==> src/sv/assert_macros.svh <==
// Assertion macros used by the decoder top level.
// Depends on nothing; included by files that carry concurrent assertions.
`ifndef ASSERT_MACROS_SVH
`define ASSERT_MACROS_SVH

// Property that must hold at every clock edge outside reset.
`define ASSERT_ALWAYS(lbl, clk, rstn, prop, msg) \
    lbl: assert property (@(posedge clk) disable iff (!(rstn)) (prop)) else $error(msg);

// Consequent that must hold in the same cycle as the antecedent.
`define ASSERT_IMPLIES(lbl, clk, rstn, ante, cons, msg) \
    lbl: assert property (@(posedge clk) disable iff (!(rstn)) (ante) |-> (cons)) \
        else $error(msg);

`endif

==> src/sv/drbd_pkg.sv <==
// Package of the dictionary/run bitstream decoder: constants, codes and
// the types passed between front end, command queue and back end.
package drbd_pkg;

    localparam int DICT_SIZE = 15;
    localparam logic [3:0] HDR_LAST  = 4'(DICT_SIZE);
    localparam logic [3:0] END_INDEX = 4'd15;
    localparam logic [3:0] RUN_BIAS  = 4'd2;
    localparam logic [3:0] LIT_BITS  = 4'd8;
    localparam logic [3:0] IDX_BITS  = 4'd4;
    localparam logic [3:0] CNT_BITS  = 4'd3;

    // Command queue geometry.
    localparam int QDEPTH = 2;
    localparam int QPTR_W = (QDEPTH > 1) ? $clog2(QDEPTH) : 1;
    localparam int QCNT_W = $clog2(QDEPTH + 1);

    // Parser phase between code bits.
    typedef enum logic [2:0] {
        PH_PREFIX,
        PH_SECOND,
        PH_LITERAL,
        PH_INDEX,
        PH_COUNT,
        PH_RUNIDX
    } t_phase;

    // Kind of one emit operation.
    typedef enum logic [1:0] {
        OP_NONE,
        OP_LIT,
        OP_DICT
    } t_op_kind;

    // Back end sequencing state: which operation of a command is playing.
    typedef enum logic {
        BS_FIRST,
        BS_SECOND
    } t_bstate;

    typedef struct packed {
        t_op_kind    kind;
        logic [7:0]  value;   // literal byte, or dictionary index in [3:0]
        logic [3:0]  count;   // number of repeats, 1 to 9
    } t_op;

    typedef struct packed {
        t_op  op0;
        t_op  op1;
        logic ended;
    } t_cmd;

    typedef struct packed {
        logic       en;
        logic [3:0] addr;
        logic [7:0] data;
    } t_dict_wr;

    typedef struct packed {
        logic done;
        logic hdr_full;
    } t_front_status;

endpackage

==> src/sv/dictionary_run_bitstream_decoder.sv <==
// Dictionary/run bitstream decoder, top level. Depends on drbd_pkg, drbd_front,
// drbd_queue, drbd_back and assert_macros.svh.
//
// The first 15 bytes load the dictionary and give no results. Each later byte
// is parsed combinationally by the front end into one command of up to two
// emit operations, which waits in a two-entry queue. The back end plays a
// command out at one result per cycle while the output is not stalled, and a
// byte yields at most ten results; a byte that yields none, a header byte or a
// byte after the end code queues nothing. The input is stalled only while the
// command queue is full. Results of the byte holding the end code already
// carry stream_ended; later bytes are taken and dropped.
`include "assert_macros.svh"

module dictionary_run_bitstream_decoder import drbd_pkg::*; (
    input  logic       i_clk,
    input  logic       i_rst_n,
    input  logic       i_valid,
    output logic       o_stall,
    input  logic [7:0] i_in_byte,
    output logic       o_valid,
    input  logic       i_stall,
    output logic [7:0] o_out_byte,
    output logic       o_last_of_item,
    output logic       o_stream_ended
);

    logic          accept;
    logic          push;
    logic          pop;
    logic          q_full;
    logic          q_empty;
    t_cmd          push_cmd;
    t_cmd          head_cmd;
    t_dict_wr      dict_wr;
    t_front_status front_status;

    assign o_stall = q_full;
    assign accept  = i_valid && !q_full;

    // Front end: header load and code parsing.
    drbd_front u_front (
        .i_clk     (i_clk),
        .i_rst_n   (i_rst_n),
        .i_accept  (accept),
        .i_in_byte (i_in_byte),
        .o_push    (push),
        .o_cmd     (push_cmd),
        .o_dict_wr (dict_wr),
        .o_status  (front_status)
    );

    // Command queue between the two halves.
    drbd_queue u_queue (
        .i_clk   (i_clk),
        .i_rst_n (i_rst_n),
        .i_push  (push),
        .i_cmd   (push_cmd),
        .i_pop   (pop),
        .o_head  (head_cmd),
        .o_full  (q_full),
        .o_empty (q_empty)
    );

    // Back end: dictionary lookup and result sequencing.
    drbd_back u_back (
        .i_clk          (i_clk),
        .i_rst_n        (i_rst_n),
        .i_dict_wr      (dict_wr),
        .i_head         (head_cmd),
        .i_empty        (q_empty),
        .o_pop          (pop),
        .o_valid        (o_valid),
        .i_stall        (i_stall),
        .o_out_byte     (o_out_byte),
        .o_last_of_item (o_last_of_item),
        .o_stream_ended (o_stream_ended)
    );

    // A result flagged with stream_ended implies the parser has stopped.
    `ASSERT_IMPLIES(a_ended_implies_done, i_clk, i_rst_n, o_valid && o_stream_ended, front_status.done, "stream_ended shown before the parser saw the end code")
    // Commands are only queued once the dictionary is complete.
    `ASSERT_IMPLIES(a_push_after_header, i_clk, i_rst_n, push, front_status.hdr_full, "command queued during dictionary load")
    // Nothing is queued after the end code.
    `ASSERT_IMPLIES(a_no_push_when_done, i_clk, i_rst_n, front_status.done, !push, "command queued after the end code")
    // The back end never retires a command from an empty queue.
    `ASSERT_ALWAYS(a_pop_not_empty, i_clk, i_rst_n, !(pop && q_empty), "pop from empty command queue")

endmodule

==> src/sv/drbd_front.sv <==
// Front end of the decoder: loads the dictionary from header bytes and parses
// code bytes into emit commands. Depends on drbd_pkg.
module drbd_front import drbd_pkg::*; (
    input  logic          i_clk,
    input  logic          i_rst_n,
    input  logic          i_accept,
    input  logic [7:0]    i_in_byte,
    output logic          o_push,
    output t_cmd          o_cmd,
    output t_dict_wr      o_dict_wr,
    output t_front_status o_status
);

    logic [3:0] r_hdr_cnt, n_hdr_cnt;
    t_phase     r_phase, n_phase;
    logic [3:0] r_taken, n_taken;
    logic [7:0] r_accum, n_accum;
    logic [3:0] r_run, n_run;
    logic       r_done, n_done;
    logic       hdr_full;
    logic       any_op;
    t_op        op0, op1;

    assign hdr_full = (r_hdr_cnt == HDR_LAST);

    // Walk the eight code bits of one byte, most significant first.
    always_comb begin
        logic [7:0] sh;
        logic       b;
        logic       slot;
        t_op        em;
        n_phase = r_phase;
        n_taken = r_taken;
        n_accum = r_accum;
        n_run   = r_run;
        n_done  = r_done;
        op0     = '{kind: OP_NONE, value: 8'd0, count: 4'd0};
        op1     = '{kind: OP_NONE, value: 8'd0, count: 4'd0};
        sh      = i_in_byte;
        slot    = 1'b0;
        for (int k = 0; k < 8; k++) begin
            b  = sh[7];
            sh = {sh[6:0], 1'b0};
            em = '{kind: OP_NONE, value: 8'd0, count: 4'd0};
            if (!n_done) begin
                unique case (n_phase)
                    PH_PREFIX: begin
                        n_phase = b ? PH_LITERAL : PH_SECOND;
                        n_taken = 4'd0;
                        n_accum = 8'd0;
                    end
                    PH_SECOND: begin
                        n_phase = b ? PH_COUNT : PH_INDEX;
                        n_taken = 4'd0;
                        n_accum = 8'd0;
                    end
                    PH_LITERAL, PH_INDEX, PH_COUNT, PH_RUNIDX: begin
                        n_accum = {n_accum[6:0], b};
                        n_taken = n_taken + 4'd1;
                        priority if (n_phase == PH_LITERAL && n_taken == LIT_BITS) begin
                            em      = '{kind: OP_LIT, value: n_accum, count: 4'd1};
                            n_phase = PH_PREFIX;
                            n_taken = 4'd0;
                            n_accum = 8'd0;
                        end else if (n_phase == PH_INDEX && n_taken == IDX_BITS) begin
                            if (n_accum[3:0] == END_INDEX) begin
                                n_done = 1'b1;
                            end else begin
                                em = '{kind: OP_DICT, value: n_accum, count: 4'd1};
                            end
                            n_phase = PH_PREFIX;
                            n_taken = 4'd0;
                            n_accum = 8'd0;
                        end else if (n_phase == PH_COUNT && n_taken == CNT_BITS) begin
                            n_run   = {1'b0, n_accum[2:0]} + RUN_BIAS;
                            n_phase = PH_RUNIDX;
                            n_taken = 4'd0;
                            n_accum = 8'd0;
                        end else if (n_phase == PH_RUNIDX && n_taken == IDX_BITS) begin
                            // A run of the end index repeats a zero byte.
                            if (n_accum[3:0] == END_INDEX) begin
                                em = '{kind: OP_LIT, value: 8'd0, count: n_run};
                            end else begin
                                em = '{kind: OP_DICT, value: n_accum, count: n_run};
                            end
                            n_phase = PH_PREFIX;
                            n_taken = 4'd0;
                            n_accum = 8'd0;
                        end else begin
                            n_phase = n_phase;
                        end
                    end
                    default: begin
                        n_phase = PH_PREFIX;
                        n_taken = 4'd0;
                        n_accum = 8'd0;
                    end
                endcase
            end
            // Place the emit into the first free operation slot.
            if (em.kind != OP_NONE) begin
                if (!slot) begin
                    op0  = em;
                    slot = 1'b1;
                end else begin
                    op1 = em;
                end
            end
        end
    end

    assign any_op = (op0.kind != OP_NONE);

    // Header byte count advances until the dictionary is full.
    always_comb begin
        n_hdr_cnt = r_hdr_cnt;
        if (i_accept && !r_done && !hdr_full) begin
            n_hdr_cnt = r_hdr_cnt + 4'd1;
        end
    end

    always_ff @(posedge i_clk) begin
        if (!i_rst_n) begin
            r_hdr_cnt <= 4'd0;
            r_phase   <= PH_PREFIX;
            r_taken   <= 4'd0;
            r_accum   <= 8'd0;
            r_run     <= 4'd0;
            r_done    <= 1'b0;
        end else begin
            r_hdr_cnt <= n_hdr_cnt;
            if (i_accept && !r_done && hdr_full) begin
                r_phase <= n_phase;
                r_taken <= n_taken;
                r_accum <= n_accum;
                r_run   <= n_run;
                r_done  <= n_done;
            end
        end
    end

    assign o_dict_wr = '{en: i_accept && !r_done && !hdr_full, addr: r_hdr_cnt,
                         data: i_in_byte};
    assign o_push    = i_accept && !r_done && hdr_full && any_op;
    assign o_cmd     = '{op0: op0, op1: op1, ended: n_done};
    assign o_status  = '{done: r_done, hdr_full: hdr_full};

endmodule

==> src/sv/drbd_queue.sv <==
// Short command queue between the decoder front end and back end.
// Depends on drbd_pkg for the command type and depth.
module drbd_queue import drbd_pkg::*; (
    input  logic i_clk,
    input  logic i_rst_n,
    input  logic i_push,
    input  t_cmd i_cmd,
    input  logic i_pop,
    output t_cmd o_head,
    output logic o_full,
    output logic o_empty
);

    t_cmd              r_mem [QDEPTH];
    logic [QPTR_W-1:0] r_wr_ptr, n_wr_ptr;
    logic [QPTR_W-1:0] r_rd_ptr, n_rd_ptr;
    logic [QCNT_W-1:0] r_count, n_count;
    logic              do_push, do_pop;

    assign o_full  = (r_count == QCNT_W'(QDEPTH));
    assign o_empty = (r_count == '0);
    assign do_push = i_push && !o_full;
    assign do_pop  = i_pop && !o_empty;
    assign o_head  = r_mem[r_rd_ptr];

    // Pointer wrap and occupancy.
    always_comb begin
        n_wr_ptr = r_wr_ptr;
        n_rd_ptr = r_rd_ptr;
        n_count  = r_count;
        if (do_push) begin
            n_wr_ptr = (r_wr_ptr == QPTR_W'(QDEPTH - 1)) ? '0 : r_wr_ptr + QPTR_W'(1);
        end
        if (do_pop) begin
            n_rd_ptr = (r_rd_ptr == QPTR_W'(QDEPTH - 1)) ? '0 : r_rd_ptr + QPTR_W'(1);
        end
        if (do_push && !do_pop) begin
            n_count = r_count + QCNT_W'(1);
        end else if (do_pop && !do_push) begin
            n_count = r_count - QCNT_W'(1);
        end
    end

    always_ff @(posedge i_clk) begin
        if (!i_rst_n) begin
            r_wr_ptr <= '0;
            r_rd_ptr <= '0;
            r_count  <= '0;
        end else begin
            r_wr_ptr <= n_wr_ptr;
            r_rd_ptr <= n_rd_ptr;
            r_count  <= n_count;
        end
    end

    // Queue storage carries no reset.
    always_ff @(posedge i_clk) begin
        if (do_push) begin
            r_mem[r_wr_ptr] <= i_cmd;
        end
    end

endmodule

==> src/sv/drbd_back.sv <==
// Back end of the decoder: holds the dictionary and plays queued commands
// out one byte per transfer through an output register. Depends on drbd_pkg.
module drbd_back import drbd_pkg::*; (
    input  logic       i_clk,
    input  logic       i_rst_n,
    input  t_dict_wr   i_dict_wr,
    input  t_cmd       i_head,
    input  logic       i_empty,
    output logic       o_pop,
    output logic       o_valid,
    input  logic       i_stall,
    output logic [7:0] o_out_byte,
    output logic       o_last_of_item,
    output logic       o_stream_ended
);

    logic [7:0] r_dict [DICT_SIZE];
    t_bstate    r_state, n_state;
    logic [3:0] r_rep, n_rep;
    logic       r_valid;
    logic [7:0] r_byte;
    logic       r_last;
    logic       r_ended;
    logic       load;
    t_op        cur;
    logic       op_done;
    logic       item_last;
    logic [7:0] cur_byte;

    // Dictionary written by header bytes; no reset.
    always_ff @(posedge i_clk) begin
        if (i_dict_wr.en) begin
            r_dict[i_dict_wr.addr] <= i_dict_wr.data;
        end
    end

    assign load      = !i_empty && (!r_valid || !i_stall);
    assign cur       = (r_state == BS_SECOND) ? i_head.op1 : i_head.op0;
    assign op_done   = ((r_rep + 4'd1) == cur.count);
    assign item_last = op_done && ((r_state == BS_SECOND) || (i_head.op1.kind == OP_NONE));
    assign cur_byte  = (cur.kind == OP_DICT) ? r_dict[cur.value[3:0]] : cur.value;

    // Next state: move to the second operation or back to the first.
    always_comb begin
        n_state = r_state;
        if (load && op_done) begin
            n_state = item_last ? BS_FIRST : BS_SECOND;
        end
    end

    // Outputs of the sequencer: repeat count and queue pop.
    always_comb begin
        n_rep = r_rep;
        o_pop = load && item_last;
        if (load) begin
            n_rep = op_done ? 4'd0 : r_rep + 4'd1;
        end
    end

    always_ff @(posedge i_clk) begin
        if (!i_rst_n) begin
            r_state <= BS_FIRST;
            r_rep   <= 4'd0;
            r_valid <= 1'b0;
        end else begin
            r_state <= n_state;
            r_rep   <= n_rep;
            if (load) begin
                r_valid <= 1'b1;
            end else if (!i_stall) begin
                r_valid <= 1'b0;
            end
        end
    end

    // Output payload register.
    always_ff @(posedge i_clk) begin
        if (load) begin
            r_byte  <= cur_byte;
            r_last  <= item_last;
            r_ended <= i_head.ended;
        end
    end

    assign o_valid        = r_valid;
    assign o_out_byte     = r_byte;
    assign o_last_of_item = r_last;
    assign o_stream_ended = r_ended;

endmodule
==> config.mk <==
export PLATFORM = sky130hd
export DESIGN_NAME = dictionary_run_bitstream_decoder
export DESIGN_NICKNAME = d
export VERILOG_FILES = /design/src/sv/drbd_pkg.sv /design/src/sv/dictionary_run_bitstream_decoder.sv /design/src/sv/drbd_front.sv /design/src/sv/drbd_queue.sv /design/src/sv/drbd_back.sv
export VERILOG_INCLUDE_DIRS = /design/src /design/src/sv
export SDC_FILE = /design/constraint.sdc
export NUM_CORES = 1
export LEC_CHECK = 0
export BUFFER_PORTS_ARGS = -buffer_cell sky130_fd_sc_hd__buf_2
export CELL_PAD_IN_SITES_DETAIL_PLACEMENT = 1
export CELL_PAD_IN_SITES_GLOBAL_PLACEMENT = 2
export CORE_ASPECT_RATIO = 0.8
export CORE_MARGIN = 3
export CORE_UTILIZATION = 43
export DETAILED_ROUTE_END_ITERATION = 16
export GPL_ROUTABILITY_DRIVEN = 0
export PLACE_DENSITY = 0.88
export SYNTH_ARGS = -nofsm -noshare
export SYNTH_HDL_FRONTEND = slang
export SYNTH_SLANG_ARGS = --single-unit
==> constraint.sdc <==
create_clock -name i_clk -period 20.3 [get_ports i_clk]
set_input_delay 2.03 -clock i_clk [delete_from_list [all_inputs] [get_ports i_clk]]
set_output_delay 2.03 -clock i_clk [all_outputs]
set_load 0.01 [all_outputs]
Word level (Yosys, flattened, before mapping):

Memories as Yosys holds them, arrays and structs flattened. A register that Yosys moved wholly into a read port is not among the register bits.
Index checks and enable logic that the tools add are counted.

* flip-flop bits (word level): 43
* bits in writable memories: 178
* input port bits: 12
* word-level logic and storage cells: 555
* memories: 2

* $add $sub $neg: 22
* equal/unequal tests: 77
* muxes and demuxes: 356
* reduce and logical (&&, ||, !) cells: 83

Memory list
* u_back.r_dict: words 15, width 8, read ports 1, clocked after memory_dff 0, write ports 1, RTL line drbd_back.sv:17 `logic [7:0] r_dict [DICT_SIZE];`
* u_queue.r_mem: words 2, width 29, read ports 1, clocked after memory_dff 1, write ports 1, RTL line drbd_queue.sv:14 `t_cmd r_mem [QDEPTH];`

Operators with widths (count)
* $mux 14: 94
* $mux 4: 89
* $mux 7: 48
* $mux 3: 48
* $pmux 3 s3: 8
* $eq 4x4->1 const B: 17
* $mux 1: 58
* $eq 3x2->1 const B: 16
* $eq 3x3->1 const B: 16
* $logic_and 1x1->1: 45
* $add 4x1->4 const B: 10
* $add 3x2->4 const B: 8
* $eq 4x2->1 const B: 8
* $eq 4x3->1 const B: 8
* $reduce_or 4->1: 8
* $eq 3x1->1 const B: 8
* $logic_not 3->1: 8
* $mux 2: 10
* $reduce_bool 2->1: 10
* $logic_not 1->1: 8
* $mux 8: 1
* $eq 2x2->1 const B: 2
* $eq 4x4->1: 1
* $logic_not 2->1: 2
* other kinds (5): 7

Logic depth before layout (Yosys ltp):

* depth in word-level cells: 81
* depth in mapped cells: 77
* gate-level depth less buffers: 74

Hierarchy:

A second synthesis with hierarchy kept.

* cell total of the unflattened synthesis: 1710
* area, all modules: 15994.1 um^2

By module, submodules not included
* drbd_front: times used 1, cells an instance 1046, area an instance 7290.7 um^2, sequential area each 460.4 um^2
* drbd_back: times used 1, cells an instance 548, area an instance 6367.4 um^2, sequential area each 4023.9 um^2
* drbd_queue: times used 1, cells an instance 115, area an instance 2322.2 um^2, sequential area each 1841.8 um^2
* dictionary_run_bitstream_decoder: times used 1, cells an instance 1, area an instance 13.8 um^2, sequential area each 0.0 um^2

Least setup slack after synthesis:

No wires, ideal clock.

* path kind: input to register
* start point: in i_in_byte[7]
* end point: mem u_queue.r_mem[0][0] (netlist bit) (enable)
* setup time: 0.418 ns
* data arrival time: 15.395 ns
* data required time: 19.882 ns
* path slack: 4.487 ns
* stages: 59
* buffers on the path: 2
* cell sequence: clkbuf_1 > o21a_1 > a2111oi_1 > a21boi_1 > a211o_1 > o31a_1 > clkinv_1 > ha_1 > buf_1 > nand2_1 > mux2_1 > nand3_1 > nor4_4 > nand3b_1 > and2_1 > inv_1 > ha_1 > nand2b_1 > [... 23 more ...] > nor4_2 > nor2_4 > inv_2 > ha_1 > or4_1 > o211ai_2 > nor4_1 > and3_4 > o41ai_2 > ha_1 > inv_1 > nor3_1 > o2111ai_1 > nor4b_2 > a21o_1 > a21o_1 > o21a_1 > nor2b_1

RTL lines
* from (decl): RTL line dictionary_run_bitstream_decoder.sv:19 `input logic [7:0] i_in_byte,`
* to (decl): RTL line drbd_queue.sv:14

==> impl_metrics.json <==
{
  "use_met1": 0.390,
  "hp-class": "reg2reg",
  "netlist_instances": 1449,
  "numPortBuffers": 23,
  "drive_gt1_frac": 0.136,
  "insertedDiodeCount": 0,
  "drtIter0Drc": 1406,
  "fp.coreArea_um2": 33900,
  "synth_edf_count": 188,
  "die_h_um": 172,
  "final_cell_mix": "edfxtp_1 (188), nand2_1 (138), nor2_1 (108), a21oi_1 (80), o21ai_0 (62)",
  "clk_pin_slew_ns": 0.06,
  "cts_tree": "built",
  "finalWorstSetupSlack_ns": 2.37,
  "ios": 24,
  "row_count": 60,
  "rsz0062_at_grt": "false",
  "crit_path_top_delay_cell": "dfxtp_1",
  "grt_max_degree": 46,
  "worst_pin_slew_ns": 1.23,
  "grt_first_pass_wirelength_um": 78200,
  "relSlewSlack": 0.170,
  "cp-start-kind": "register",
  "ys.flop_type": "edfxtp_1",
  "fill_cells": 3765,
  "clockBufferDepth": 3,
  "dp_slack_ns": 2.69,
  "max_stage_delay_ns": 0.65,
  "grt_overflow": 0,
  "p_leak_nw": 5.63,
  "mostFrequentLayoutCell": "edfxtp_1",
  "wirelength_um": 51400,
  "yosysTopAreaCell": "edfxtp_1",
  "die_w_um": 214,
  "busiest_layer": "met2",
  "whs_ns": 0.487,
  "period_needed_ns": 17.93,
  "start_util": 0.439,
  "hpwl_um": 39000,
  "postCtsSetupBuffers": 0,
  "avgRoutedWirePerCell_um": 26.6,
  "dr.pass1.iters": 6,
  "grt_antenna_before_repair": 1,
  "cts_max_level": 1,
  "cts_made_buffers": 24,
  "synth_area_um2": 14900,
  "crit_required_ns": 20.49,
  "nets": 1496,
  "yosysWarnings": 0,
  "period_share": 0.883,
  "clock_latency_ns": 0.51,
  "synthDistinctLibCells": 118,
  "syn_avg_cell_area_um2": 10.3,
  "synth_top_area_frac": 0.380,
  "cp_data_arrival_time_ns": 18.12,
  "worstSetupPathType": "reg2reg",
  "synthTopCellsByArea": "edfxtp_1 (38%), mux4_2 (5.5%), dfxtp_1 (4.6%), nand2_1 (3.5%), ha_1 (3.2%)",
  "critPathMostFrequentCell": "ha_1",
  "via_count": 12780,
  "cts_hold_buf": 0,
  "place_area_um2": 15400,
  "setup_tns_ns": 0,
  "viasPerCell": 6.63,
  "finalSetupViolCount": 0,
  "fmax_mhz": 55.8,
  "grt_pass1_vias": 12589,
  "place_inst": 1885,
  "endpoint_kind": "register",
  "grt_util_met3": 0.0467,
  "grtUsageTotal": 0.273,
  "hold_depth": 2,
  "slew_violations": 0,
  "stdcell_area_um2": 16200,
  "cts_resized": 0,
  "stdcell_count": 1929,
  "syn2layout_area_growth_pct": 8.70,
  "seq_area_frac_synth": 0.425,
  "cp_max_fo": 20,
  "drc": 0,
  "gr-usage-met2": 0.436,
  "ys_async_sr_fraction": 0,
  "vdd_drop_max_v": 0.0000506,
  "postRouteAntennaNets": 0,
  "pwr_density_cell_nw_per_um2": 70.2,
  "fp.dieArea_um2": 36900,
  "finClkSkew_ns": 0.0120,
  "cap_violations": 0,
  "status": "finished, final reports clean",
  "synth-seq-cells": 222,
  "finalHoldViolations": 0,
  "worstRegToRegCells": 66,
  "clock-root-buffer": "clkbuf_16",
  "numClockSinks": 222
}
[power breakdown]
part,switching [W],leakage (nW),internal (W)
sequential,0.00000148,1.93,0.000496
clock,0.000173,0.375,0.000247
combinational,0.000149,3.32,0.0000683
total,0.000324,5.63,0.000811
[area by class of cell]
cell class / count / area [µm²] / area share
Clock buffer: 29 / 629 / 0.0389
Clock inverter: 15 / 135 / 0.00836
Multi-Input combinational cell: 1118 / 8110 / 0.502
Tap cell: 465 / 582 / 0.0360
Sequential cell: 222 / 6330 / 0.391
Inverter: 42 / 158 / 0.00975
Timing Repair Buffer: 38 / 228 / 0.0141
[cells in the mapped netlist (all sizes together) (8+ instances only)]
| library cell | number |
|---|---|
| a221oi | 12 |
| nand2 | 138 |
| inv | 39 |
| mux2i | 32 |
| a222oi | 8 |
| nand2b | 23 |
| a31oi | 27 |
| a211oi | 18 |
| a22oi | 11 |
| a21oi | 82 |
| clkbuf | 50 |
| xor2 | 10 |
| nor3 | 29 |
| xnor2 | 15 |
| and2 | 53 |
| ha | 38 |
| buf | 20 |
| a21o | 25 |
| nor2b | 17 |
| o41ai | 9 |
| a31o | 13 |
| a32oi | 9 |
| o221ai | 14 |
| o2111ai | 11 |
| o31ai | 16 |
| nand3 | 37 |
| or3 | 8 |
| nor2 | 113 |
| edfxtp | 188 |
| nor4 | 21 |
| o21ai | 75 |
| o21a | 11 |
| a211o | 9 |
| dfxtp | 34 |
| or2 | 10 |
| nand4 | 18 |
| mux4 | 36 |
| o211ai | 15 |
| mux2 | 22 |
| and3 | 21 |
[final timing paths]
| path | from | to | slack [ns] |
|---|---|---|---|
| max | u_front.r_taken[0] | u_queue.r_mem[1][2] | 2.37 |
| min reg2reg | u_back.o_valid | u_back.o_valid | 0.49 |
| max reg2reg | u_front.r_taken[0] | u_queue.r_mem[1][2] | 2.37 |
| min | u_back.o_valid | u_back.o_valid | 0.49 |
[flip-flops by register name (all words and copies together) (netlist names), named ones only]
| register | cells |
|---|---|
| u_back.o_stream_ended | 1 |
| u_queue.r_wr_ptr | 1 |
| u_front.r_hdr_cnt | 4 |
| u_queue.r_mem | 58 |
| u_queue.r_count | 2 |
| u_front.r_run | 4 |
| u_back.o_valid | 1 |
| u_front.r_done | 1 |
| u_back.o_last_of_item | 1 |
| u_back.r_state | 1 |
| u_back.o_out_byte | 8 |
| u_back.r_rep | 4 |
| u_front.r_accum | 7 |
| u_back.r_dict | 120 |
| u_front.r_taken | 4 |
| u_queue.r_rd_ptr | 1 |
| u_front.r_phase | 3 |
[routing by layer]
layer	vias to the layer above	wire length [µm]
li1	5689	-
met1	6468	22800
met2	541	23000
met3	80	4120
met4	2	1350
met5	-	13
[through the flow]
stage | power [W] | utilization
2_1_floorplan | 0.000656 | -
3_3_place_gp | 0.000711 | 0.455
3_5_place_dp | 0.000717 | 0.455
4_1_cts | 0.00113 | 0.477
5_1_grt | 0.00118 | 0.477
6_report | 0.00114 | 0.477
[cells by family after synthesis]
group,share of synthesized area
adder cells (fa/ha/maj),0.0320
buffers and inverters,0.0304
flip-flops,0.425
other,0.000252
XOR/XNOR,0.0152
AND/OR/NAND/NOR,0.183
multiplexers,0.0930
AO/OA/AOI/OAI,0.221
[worst max-delay path: cells and delay by family (launching register included)]
kind	cells	cell delay (ns)
and+or+nand+nor	27	7.17
AOI/OAI and AO/OA	19	5.46
adders and majority gates	8	2.27
buffers and inverters	8	1.25
DFF	1	0.65
muxes	3	0.58
xor gates and xnor gates	1	0.18
Note: power is estimated with default switching activity, not from simulation.
